`src/hdl/nalss_pkg.sv`:
```
// Package: constants and types shared by the NAL unit splitter files.
`default_nettype none
package nalss_pkg;
  localparam int STORE_DEPTH = 8192;
  localparam int QUEUE_DEPTH = 16;
  localparam int PTR_W = $clog2(STORE_DEPTH);
  localparam int QIDX_W = (QUEUE_DEPTH > 1) ? $clog2(QUEUE_DEPTH) : 1;
  localparam int QCNT_W = $clog2(QUEUE_DEPTH + 1);
  localparam int LEN_W = 14;
  localparam logic [LEN_W-1:0] MAX_LEN_RESET = LEN_W'(4096);
  localparam logic [LEN_W-1:0] MIN_LIMIT = LEN_W'(8);
  localparam logic [7:0] SC_ZERO = 8'h00;
  localparam logic [7:0] SC_ONE = 8'h01;
  localparam logic OP_PUSH = 1'b0;
  localparam logic OP_PULL = 1'b1;

  typedef struct packed {
    logic       opcode;
    logic [7:0] data_byte;
  } in_word_t;

  typedef struct packed {
    logic       accepted;
    logic       out_valid;
    logic [7:0] out_byte;
    logic       out_last;
    logic       frame_dropped;
  } out_word_t;

  // store write request
  typedef struct packed {
    logic             we;
    logic [PTR_W-1:0] addr;
    logic [7:0]       data;
  } st_wr_t;
endpackage
`default_nettype wire

```
`src/hdl/nalss_queue.sv`:
```
// Unit length queue: circular memory of completed unit lengths.
`default_nettype none
module nalss_queue (
  input  wire logic                         clk,
  input  wire logic                         rst_n,
  input  wire logic                         push,
  input  wire logic [nalss_pkg::LEN_W-1:0]  push_len,
  input  wire logic                         pop,
  output logic [nalss_pkg::LEN_W-1:0]       head_len,
  output logic [nalss_pkg::QCNT_W-1:0]      count
);
  import nalss_pkg::*;
  logic [LEN_W-1:0]  mem [QUEUE_DEPTH];
  logic [QIDX_W-1:0] wp_r, rp_r;
  logic [QCNT_W-1:0] cnt_r;

  function automatic logic [QIDX_W-1:0] inc(input logic [QIDX_W-1:0] p);
    if (32'(p) == QUEUE_DEPTH - 1) return '0;
    return p + QIDX_W'(1);
  endfunction

  always_ff @(posedge clk) begin
    if (push) begin
      mem[wp_r] <= push_len;
    end
  end
  assign head_len = mem[rp_r];
  assign count = cnt_r;

  always_ff @(posedge clk) begin
    if (!rst_n) begin
      wp_r <= '0;
      rp_r <= '0;
      cnt_r <= '0;
    end else begin
      if (push) wp_r <= inc(wp_r);
      if (pop) rp_r <= inc(rp_r);
      cnt_r <= cnt_r + QCNT_W'(push) - QCNT_W'(pop);
    end
  end

  a_no_overflow: assert property (@(posedge clk) disable iff (!rst_n)
    push |-> (32'(cnt_r) < QUEUE_DEPTH)) else $error("queue overflow");
  a_no_underflow: assert property (@(posedge clk) disable iff (!rst_n)
    pop |-> cnt_r != '0) else $error("queue underflow");
  a_count_step: assert property (@(posedge clk) disable iff (!rst_n)
    (push && !pop) |=> cnt_r == $past(cnt_r) + QCNT_W'(1)) else $error("count");
endmodule
`default_nettype wire

```
`config.mk`:
```
export PLATFORM = sky130hd
export DESIGN_NAME = nalss_queue
export DESIGN_NICKNAME = d
export VERILOG_FILES = /design/src/hdl/nalss_pkg.sv /design/src/hdl/nalss_queue.sv
export SDC_FILE = /design/constraint.sdc
export NUM_CORES = 1
export LEC_CHECK = 0
export BUFFER_PORTS_ARGS = -buffer_cell sky130_fd_sc_hd__buf_2
export CAP_MARGIN = 0
export CORE_MARGIN = 2
export CORE_UTILIZATION = 45
export DETAILED_ROUTE_END_ITERATION = 16
export GPL_TIMING_DRIVEN = 0
export PLACE_DENSITY = 0.73
export SLEW_MARGIN = 10
export SYNTH_ARGS = -nofsm -noshare
export SYNTH_HDL_FRONTEND = slang
export SYNTH_SLANG_ARGS = --single-unit
export TNS_END_PERCENT = 20
```
`constraint.sdc`:
```
create_clock -name clk -period 1.7 [get_ports clk]
set_input_delay 0.085 -clock clk [delete_from_list [all_inputs] [get_ports clk]]
set_output_delay 0.085 -clock clk [all_outputs]
set_load 0.05 [all_outputs]
```
== After elaboration in Yosys (flattened, before gate mapping) ==
Memories as Yosys holds them, arrays and structs flattened. A register that Yosys moved wholly into a read port is not among the register bits.
Index checks and enable logic that the tools add are counted.

* $add $sub $neg: 4
* Eq/ne operators: 2
* Mux-type cells: 14

{| class="wikitable"
|+ Operators with widths
! cell !! count
|-
| $mux W4 || 6
|-
| $add A4 B1 Y4 const B || 2
|-
| $eq A4 B4 Y1 const B || 2
|-
| $mux W1 || 8
|-
| $add A5 B1 Y5 || 1
|-
| $sub A5 B1 Y5 || 1
|}

* Register bits after elaboration: 13
* Memory bits (writable): 224
* Output and inout bits: 19
* Logic and storage cells: 24
* Memories: 1

{| class="wikitable"
|+ Memories
! name !! depth !! width !! rd ports !! clocked after Yosys merged registers in !! write ports !! line !! RTL
|-
| mem || 16 || 14 || 1 || 1 || 1 || nalss_queue.sv:13 || <nowiki>logic [LEN_W-1:0] mem [QUEUE_DEPTH];</nowiki>
|}

== Depth between registers and ports, before layout ==
Gate-level depths: netlist of run 1.

* Depth in word-level cells: 7
* Gate-level depth with buffers: 10
* Gate-level depth less buffers: 10

== Worst setup path before layout of run 1 ==
OpenSTA, ideal clock, no wires.

* Path kind: flip-flop to flip-flop
* From: reg cnt_r[0] (netlist: count[0])
* To: reg cnt_r[4] (netlist: count[4])
* Data arrival time: 2.051 ns
* Path slack: -0.472 ns
* Stages on the path, launching flop included: 11
* Path through: dfxtp_1 inv_1 ha_1 inv_1 ha_1 inv_1 fa_1 nor2b_1 o21a_1 o21ai_1 nor3b_1

* Longest elaborated chain between the ends: 2

{| class="wikitable"
|+ RTL lines
! what !! line !! RTL
|-
| start: declaration || nalss_queue.sv:15 || <nowiki>logic [QCNT_W-1:0] cnt_r;</nowiki>
|-
| start signal: assignment || nalss_queue.sv:38 || <nowiki>cnt_r <= cnt_r + QCNT_W'(push) - QCNT_W'(pop);</nowiki>
|-
| $add A5 B1 Y5 || nalss_queue.sv:38 ||
|-
| $sub A5 B1 Y5 || nalss_queue.sv:38 ||
|}

Every way passes these cells.
A chain may end at the register's enable or synchronous reset.

==> results.json, run 1 <==
{
  "outcome": "finished, violations left",
  "timing.reg2reg.worst_path_depth": 10,
  "slew_headroom_pct": 65.6,
  "dr.first_iter.drc_count": 466,
  "final_util_pct": 55.6,
  "rr_startpoint": "count[0]",
  "reg2reg_to": "count[4]",
  "worstMarginPinSlew_ns": 0.513,
  "path_common_cell": "buf_12",
  "place_hpwl_um": 11700,
  "setup_viol": 15,
  "core_um2": 20200,
  "grt_pass1_vias": 5052,
  "drcViolationCount": 0,
  "path_buf_inv": 3,
  "track_usage_pct": 19.3,
  "crit_type": "flip-flop to output pin",
  "power_density_nw_per_um2": 1170,
  "rsz0062_at_grt": "true",
  "fin_area_um2": 11200,
  "post-route-period-util_pct": 140,
  "antenna_found_initial": 0,
  "crit_chain": "buf_12 > buf_12 > mux4_2 > a22oi_2 > nand2_2 > buf_6",
  "ir_drop_uv": 757,
  "period_needed_ns": 2.37,
  "p_leak_nw": 3.69,
  "critPathTopFamily": "multiplexers",
  "p_clk_share_pct": 37.6,
  "ys_seq_area_share_pct": 76.2,
  "swShare_pct": 23.3,
  "hold_violations": 0,
  "cts_buffer_depth": 3,
  "synth_nets": 474,
  "dieArea_um2": 21800,
  "start_kind": "flip-flop",
  "n_antenna_cell": 0,
  "p_sw_mw": 3.06,
  "drv_cap": 0,
  "grt_pass1_wl_um": 30900,
  "timing.final.ws_setup_ns": -0.673,
  "internal-power_mw": 10.1,
  "ys_seq_elements": 241,
  "drive_above_1_share_pct": 37.3,
  "violations": "negative setup slack",
  "firstDrtPassIters": 5,
  "synth_cell_type_count": 33,
  "p_seq_share_pct": 50.7,
  "fp.dieH_um": 148,
  "vias": 4686,
  "gr-total-overflow": 0,
  "initial_core_util_pct": 45.8,
  "cts_root_buf": "clkbuf_16",
  "cts_inserted_buffers": 24,
  "globalplace.congestion": 0.751,
  "path_depth": 6,
  "vias_per_cell": 5.69,
  "hold_class": "primary input to flip-flop",
  "clock_latency_ns": 0.51,
  "critical-path-slowest-cell": "mux4_2",
  "cp-end-kind": "output pin",
  "worstPathMaxFanout": 8,
  "worstHoldStart": "pop",
  "chipWidth_um": 148,
  "yosys_warnings": 0,
  "grt_max_degree": 17,
  "clk_pin_slew_ns": 0.06,
  "whs_path_depth": 4,
  "rows": 52,
  "antenna_left": 0,
  "nFillCells": 1504,
  "hold_path_end": "rp_r[2]",
  "tns_ns": -8.53,
  "syn-cell-area_um2": 9280,
  "wl_per_cell_um": 25.0,
  "r2r_slack_ns": -0.06,
  "clock_skew_ns": 0.0107,
  "max_freq_mhz": 421,
  "cp.arrival_ns": 2.29,
  "syn_inst": 445,
  "max_stage_delay_ns": 0.53,
  "placed_area_um2": 9820,
  "clock_sinks": 241,
  "cts_tree": "done",
  "nets": 566,
  "slew_viol_final": 0,
  "htreeDepth": 1,
  "avgSynthCellArea_um2": 20.8,
  "io_pins": 37,
  "routed_wl_um": 20500,
  "numPortBuffers": 36,
  "area_delta_synth_final_pct": 21.3,
  "pwr-share-comb_pct": 11.8,
  "cp_data_required_time_ns": 1.62
}
[synthesized netlist by cell type]
cell type,n,area (um2)
nor3b_1,2,15.0
ha_1,10,125
nand3b_1,1,7.51
and2_0,1,6.26
nor2b_1,4,25.0
mux4_2,56,1260
buf_4,2,15.0
mux2_2,1,11.3
a21oi_1,6,30.0
o21a_1,1,7.51
or3_1,1,6.26
and3_1,1,6.26
buf_2,1,5.00
xor2_1,3,26.3
nor3_1,2,10.0
xnor2_1,1,8.76
edfxtp_1,224,6730
and3b_1,1,8.76
nand2_1,20,75.1
buf_6,4,45.0
nor2_1,9,33.8
inv_1,10,37.5
clkbuf_1,11,41.3
dfxtp_1,17,340
mux2i_1,2,20.0
nand3_1,3,15.0
o21ai_0,1,5.00
and2_1,17,106
nand2b_1,1,6.26
fa_1,1,20.0
a21o_1,1,7.51
a22oi_1,28,210
o21ai_1,2,10.0
[through the flow]
stage	power [mW]	setup WS [ns]	cells	hold slack, ns
2_1_floorplan	7.69	-0.100	445	0.184
3_3_place_gp	7.99	-0.626	751	0.312
3_5_place_dp	8.07	-0.631	751	0.310
4_1_cts	13.1	-0.665	817	0.0176
5_1_grt	13.5	-0.702	823	0.0641
6_report	13.1	-0.673	823	0.0349
[cells by family (layout without fill, tap and decap cells)]
group,after synthesis,after routing,share of synthesized area (%)
fa+ha+maj,11,11,1.56
buf+inv,28,136,1.55
flops,241,241,76.2
mux,59,59,13.9
xor+xnor,4,4,0.378
compound gates,39,39,2.91
simple gates,63,63,3.47
[cell usage in the layout (no fill, tap or decap), types with 5 or more instances in the layout]
cell type,count
ha_1,8
nor2_1,9
buf_12,6
and2_4,6
nand2_1,14
a21oi_1,6
inv_1,7
dlygate4sd3_1,16
clkinv_2,6
a22oi_1,10
mux4_2,56
clkbuf_4,6
clkbuf_1,6
nand2_2,6
dfxtp_1,15
clkbuf_16,28
and2_2,10
buf_4,7
a22oi_2,18
clkinv_1,5
buf_2,24
edfxtp_1,224
buf_6,15
[worst min-delay path: cells and delay by family]
kind                      cells  cell delay [ns]
buffers and inverters         1             0.14
xor gates and xnor gates      1             0.06
and+or+nand+nor               2             0.21
[routing by layer]
metal / track usage (%) / wire, um
met1: 26.2 / 8360
met2: 32.0 / 10500
met3: 3.12 / 1220
met4: 6.54 / 495
met5: 0 / 0
[state kept, by name, summed over array words and instances, names as in the netlist, named ones only]
signal  flops
count       5
mem       224
rp_r        4
wp_r        4
[timing repair]
action,4_1_cts,5_1_grt
pin swaps,14,8
setup buffers,5,3
endpoints found under the hold margin,230,0
endpoints found under the setup margin,239,100
gates resized for setup,92,23
cloned,2,3
hold buffers,17,0
[area by class of cell]
class / count / area, um2 / share of cell area (%)
flip-flops and latches: 241 / 7070 / 62.9
inverters: 10 / 40.0 / 0.356
plain buffers: 18 / 186 / 1.66
multi-input cells: 176 / 2230 / 19.8
repair buffers: 66 / 651 / 5.78
well taps: 270 / 338 / 3.00
clock inverters: 13 / 87.6 / 0.779
clock buffers: 29 / 641 / 5.69
[power by group through the flow]
stage               Sequential, mW  Clock [mW]  Combinational [mW]
floorplan                     6.91           0               0.784
global placement              6.77           0                1.23
detailed placement            6.78           0                1.29
CTS                           6.65        4.98                1.49
global route                  6.67        5.21                1.66
finish                        6.65        4.93                1.55
[worst max-delay path by stage]
stage	start	end	slack (ns)
2_1_floorplan	count[0]	count[4]	-0.10
3_3_place_gp	flip-flop	head_len[12]	-0.63
3_5_place_dp	flip-flop	head_len[12]	-0.63
4_1_cts	flip-flop	head_len[12]	-0.67
5_1_grt	flip-flop	head_len[12]	-0.70
6_report	flip-flop	head_len[12]	-0.67
No activity file was read; power rests on OpenSTA's default activity.
==> inputs of run 2 (changes only) <==
--- a/config.mk
+++ b/config.mk
@@ -9,8 +9,9 @@
 export CAP_MARGIN = 0
 export CORE_MARGIN = 2
 export CORE_UTILIZATION = 45
+export CTS_CLUSTER_SIZE = 30
 export DETAILED_ROUTE_END_ITERATION = 16
-export GPL_TIMING_DRIVEN = 0
+export GPL_TIMING_DRIVEN = 1
 export PLACE_DENSITY = 0.73
 export SLEW_MARGIN = 10
 export SYNTH_ARGS = -nofsm -noshare
==> run 2 against run 1 <==
Effect of this change:
- the run still ends with negative setup slack left
- sequential power hardly changed
- via count is 1.2% higher
- core utilization grew 1.5 points
- largest power group unchanged
- sequential share of layout area fell by 1.7 points
==> results.json, run 2 (synthesis results as in run 1) <==
{
  "timing.final.ws_setup_ns": -0.560,
  "final_util_pct": 57.1,
  "gr-total-overflow": 0,
  "outcome": "finished, violations left",
  "core_um2": 20200,
  "cts_root_buf": "clkbuf_16",
  "slew_headroom_pct": 73.0,
  "antenna_left": 0,
  "htreeDepth": 1,
  "numPortBuffers": 36,
  "cp.arrival_ns": 2.17,
  "worstHoldStart": "pop",
  "grt_pass1_wl_um": 31200,
  "largest_reg_flops": 224,
  "critPathTopFamily": "multiplexers",
  "nFillCells": 1433,
  "routed_wl_um": 20700,
  "period_needed_ns": 2.26,
  "firstDrtPassIters": 4,
  "start_kind": "flip-flop",
  "violations": "negative setup slack",
  "hold_violations": 0,
  "rows": 52,
  "vias_per_cell": 5.70,
  "antenna_found_initial": 0,
  "worstMarginPinSlew_ns": 0.404,
  "place_ws_ns": -0.111,
  "cts_buffer_depth": 3,
  "cts_inserted_buffers": 25,
  "path_buf_inv": 3,
  "post-route-period-util_pct": 133,
  "io_pins": 37,
  "largest_register": "mem",
  "chipWidth_um": 148,
  "drv_cap": 0,
  "grt_pass1_vias": 5067,
  "slew_viol_final": 0,
  "clk_pin_slew_ns": 0.06,
  "multi_input_area_um2": 2230,
  "fin_area_um2": 11600,
  "clock_skew_ns": 0.00928,
  "rsz0062_at_grt": "true",
  "grt_max_degree": 37,
  "n_antenna_cell": 0,
  "initial_core_util_pct": 45.8,
  "dieArea_um2": 21800,
  "max_freq_mhz": 442,
  "globalplace.congestion": 0.690,
  "hold_class": "primary input to flip-flop",
  "crit_type": "flip-flop to output pin",
  "place_hpwl_um": 10900,
  "cts_tree": "done",
  "drcViolationCount": 0,
  "p_leak_nw": 3.77,
  "max_stage_delay_ns": 0.51,
  "worstPathMaxFanout": 6,
  "critical-path-slowest-cell": "mux4_2",
  "setup_viol": 15,
  "path_common_cell": "buf_12",
  "cp-end-kind": "output pin",
  "wl_per_cell_um": 24.9,
  "clock_latency_ns": 0.51,
  "placed_area_um2": 10300,
  "final_cell_mix": "224 x edfxtp_1, 56 x mux4_2, 28 x buf_12",
  "cp_data_required_time_ns": 1.62,
  "fp.dieH_um": 148,
  "final_common_cell": "edfxtp_1",
  "drive_above_1_share_pct": 35.9,
  "crit_chain": "buf_12 > buf_12 > mux4_2 > a22oi_2 > nand2_2 > buf_8",
  "clock_sinks": 241,
  "area_delta_synth_final_pct": 24.6,
  "vias": 4744,
  "power_density_nw_per_um2": 1140,
  "rr_startpoint": "count[0]",
  "nets": 574,
  "seqCellArea_um2": 7080,
  "power.total_mw": 13.2,
  "dr.first_iter.drc_count": 486,
  "ir_drop_uv": 907,
  "track_usage_pct": 19.5
}
-- run 2: cell count changes in the layout (fill, tap and decap cells not counted), sizes merged --
cell / delta
buf: +20
clkinv: -2
clkbuf: -8
dlymetal6s4s: -1
-- run 2: worst register-to-register path, stage by stage, from the launching register on --
cell and delay (ns):
dfxtp_4 0.34, inv_2 0.06, ha_4 0.19, inv_2 0.06
ha_4 0.13, inv_2 0.03, fa_2 0.34, nor2b_2 0.14
o21a_1 0.15, nor3_1 0.07, nor3b_1 0.17
-- run 2: final timing paths --
kind	end	slack [ns]	depth (start not counted)
worst max-delay path	head_len[10]	-0.56	6
worst max register to register	count[4]	-0.06	10
worst min-delay path	rp_r[1]	0.07	4
worst min register to register	rp_r[3]	0.52	2
-- run 2: area by class of cell --
cell class | instances | share of cell area [%]
Clock buffer | 33 | 5.67
Timing Repair Buffer | 91 | 9.92
Clock inverter | 11 | 0.682
Inverter | 10 | 0.325
Multi-Input combinational cell | 176 | 19.3
Tap cell | 270 | 2.92
Sequential cell | 241 | 61.2
-- run 2: report_power, final --
group          switching (mW)  total (mW)  internal, mW  leakage [nW]
clock                    2.12        4.98          2.85         0.362
sequential             0.0673        6.66          6.59          2.16
combinational           0.857        1.53         0.670          1.24
total                    3.05        13.2          10.1          3.77
-- run 2: routing by layer --
metal,share of wire [%],global-route usage [%],wire length [um]
met5,0,0,0
met4,1.7,4.76,346
met3,8.4,3.46,1740
met2,50,32.0,10400
met1,40,27.5,8260
-- run 2: stage by stage --
step,hold WS [ns],setup TNS [ns],instances
floorplan,0.184,-0.534,445
finish,0.0738,-7.27,832
detailed placement,0.307,-0.512,762
global route,0.0871,-8.50,832
global placement,0.303,-0.255,762
CTS,0.0625,-7.78,834
-- run 2: repair_timing --
item / CTS / global route
pin swaps: 24 / 16
setup buffers: 7 / 1
setup endpoints to repair: 15 / 15
gates cloned: 5 / 0
endpoints found under the hold margin: 229 / 0
resized for setup: 51 / 15
hold buffers: 16 / 0
==> inputs of run 3 (changes only) <==
--- a/config.mk
+++ b/config.mk
@@ -13,6 +13,7 @@
 export DETAILED_ROUTE_END_ITERATION = 16
 export GPL_TIMING_DRIVEN = 1
 export PLACE_DENSITY = 0.73
+export SETUP_SLACK_MARGIN = 0.05
 export SLEW_MARGIN = 10
 export SYNTH_ARGS = -nofsm -noshare
 export SYNTH_HDL_FRONTEND = slang
==> run 3 against run 2 <==
Effect of this change:
- the flow still finishes with violations (negative setup slack)
- register-to-register slack is essentially flat
- sequential share of layout area shrank 0.11 points
- sequential power is essentially flat
- fmax shrank 0.42%
- combinational power is essentially flat
- sequential cell count is the same
- first-iteration DRC count shrank 3.7%
- worst hold slack gained 0.0019 ns
- clock skew is essentially flat
- highest routed layer unchanged
==> results.json, run 3 (synthesis results as in run 1) <==
{
  "p_leak_nw": 3.78,
  "cp-end-kind": "output pin",
  "cts_root_buf": "clkbuf_16",
  "initial_core_util_pct": 45.8,
  "post-route-period-util_pct": 133,
  "max_freq_mhz": 441,
  "htreeDepth": 1,
  "final_cells": 833,
  "cts_tree": "done",
  "clk_pin_slew_ns": 0.06,
  "vias_per_cell": 5.70,
  "numPortBuffers": 36,
  "fin_area_um2": 11600,
  "chipWidth_um": 148,
  "rsz0062_at_grt": "true",
  "globalplace.congestion": 0.690,
  "p_sw_mw": 3.05,
  "antenna_left": 0,
  "outcome": "finished, violations left",
  "cp.arrival_ns": 2.18,
  "cts_inserted_buffers": 25,
  "clock_latency_ns": 0.51,
  "timing.reg2reg.worst_path_depth": 10,
  "ir_drop_uv": 906,
  "io_pins": 37,
  "setup_viol": 15,
  "grt_pass1_vias": 5067,
  "p_clk_share_pct": 37.8,
  "cp_data_required_time_ns": 1.62,
  "r2r_slack_ns": -0.06,
  "rows": 52,
  "clock_skew_ns": 0.00931,
  "cts_buffer_depth": 3,
  "clock_sinks": 241,
  "final_cell_mix": "224 x edfxtp_1, 56 x mux4_2, 29 x buf_12",
  "gr-total-overflow": 0,
  "track_usage_pct": 19.5,
  "slew_viol_final": 0,
  "drcViolationCount": 0,
  "hold_violations": 0,
  "nets": 575,
  "hold_path_end": "rp_r[1]",
  "worstPathMaxFanout": 5,
  "crit_type": "flip-flop to output pin",
  "period_needed_ns": 2.27,
  "place_hpwl_um": 10900,
  "dieArea_um2": 21800,
  "p_seq_share_pct": 50.5,
  "worstMarginPinSlew_ns": 0.402,
  "hold_class": "primary input to flip-flop",
  "power_density_nw_per_um2": 1140,
  "start_kind": "flip-flop",
  "placed_area_um2": 10300,
  "numPlacedInstances": 762,
  "timing.final.ws_setup_ns": -0.569,
  "worstHoldStart": "pop",
  "swShare_pct": 23.2,
  "fp.dieH_um": 148,
  "grt_pass1_wl_um": 31200,
  "drive_above_1_share_pct": 36.1,
  "largest_register": "mem",
  "area_delta_synth_final_pct": 24.8,
  "slew_headroom_pct": 73.2,
  "core_um2": 20200,
  "wl_per_cell_um": 24.9,
  "dr.first_iter.drc_count": 468,
  "nFillCells": 1431,
  "antenna_found_initial": 0,
  "grt_max_degree": 37,
  "rr_startpoint": "count[0]",
  "routed_wl_um": 20800,
  "reg2reg_to": "count[4]",
  "internal-power_mw": 10.1,
  "drv_cap": 0,
  "pwr-share-comb_pct": 11.7,
  "place_ws_ns": -0.111,
  "final_common_cell": "edfxtp_1",
  "n_antenna_cell": 0,
  "largest_reg_flops": 224,
  "whs_path_depth": 4,
  "final_util_pct": 57.2,
  "vias": 4747,
  "seqCellArea_um2": 7080,
  "violations": "negative setup slack",
  "multi_input_area_um2": 2230,
  "firstDrtPassIters": 5
}
==> run 3: repair_timing <==
item,in CTS,in global routing
cloned,5,0
setup endpoints to repair,15,16
pin swaps,24,14
resized for setup,51,15
hold buffers,16,0
setup buffers,7,1
hold endpoints to repair,229,0
==> run 3: through the flow <==
stage | total power, mW | hold slack (ns) | TNS (ns)
5_1_grt | 13.6 | 0.0871 | -8.54
6_report | 13.2 | 0.0757 | -7.38
3_3_place_gp | 8.02 | 0.303 | -0.255
4_1_cts | 13.2 | 0.0625 | -7.78
3_5_place_dp | 8.09 | 0.307 | -0.512
2_1_floorplan | 7.69 | 0.184 | -0.534
==> run 3: layout make-up <==
| type | count | share of cell area [%] |
|---|---|---|
| clock buffer | 33 | 5.66 |
| clock inverter | 11 | 0.681 |
| inverter | 10 | 0.324 |
| multi-input combinational | 176 | 19.2 |
| sequential | 241 | 61.1 |
| tap | 270 | 2.92 |
| timing repair buffer | 92 | 10.1 |
==> run 3: how the worst max path moves through the flow <==
stage | start | to | slack (ns) | cells past startpoint
floorplan | count[0] | count[4] | -0.10 | 10
finish | flip-flop | head_len[13] | -0.57 | 7
detailed placement | count[0] | count[4] | -0.11 | 10
global route | flip-flop | head_len[13] | -0.64 | 7
global placement | flip-flop | head_len[13] | -0.04 | 5
CTS | flip-flop | head_len[4] | -0.60 | 7
==> run 3: power by group through the flow <==
stage / logic (mW) / registers [mW] / clock network (mW)
6_report: 1.54 / 6.66 / 4.98
3_5_place_dp: 1.31 / 6.78 / 0
5_1_grt: 1.65 / 6.66 / 5.32
2_1_floorplan: 0.784 / 6.91 / 0
3_3_place_gp: 1.25 / 6.77 / 0
4_1_cts: 1.55 / 6.65 / 5.04
==> run 3: layer usage <==
metal	track usage, %	vias to the layer above	routed length, um
met4	4.76	0	380
met1	27.5	2502	8560
met2	32.0	191	10400
met5	0	-	0
met3	3.46	28	1480
li1	-	2026	-
==> run 3: critical path, stage by stage, from the launching register on <==
cell,delay [ns]
dfxtp_4,0.37
buf_6,0.11
buf_4,0.12
buf_12,0.12
mux4_2,0.51
a22oi_2,0.19
nand2_1,0.09
buf_6,0.16
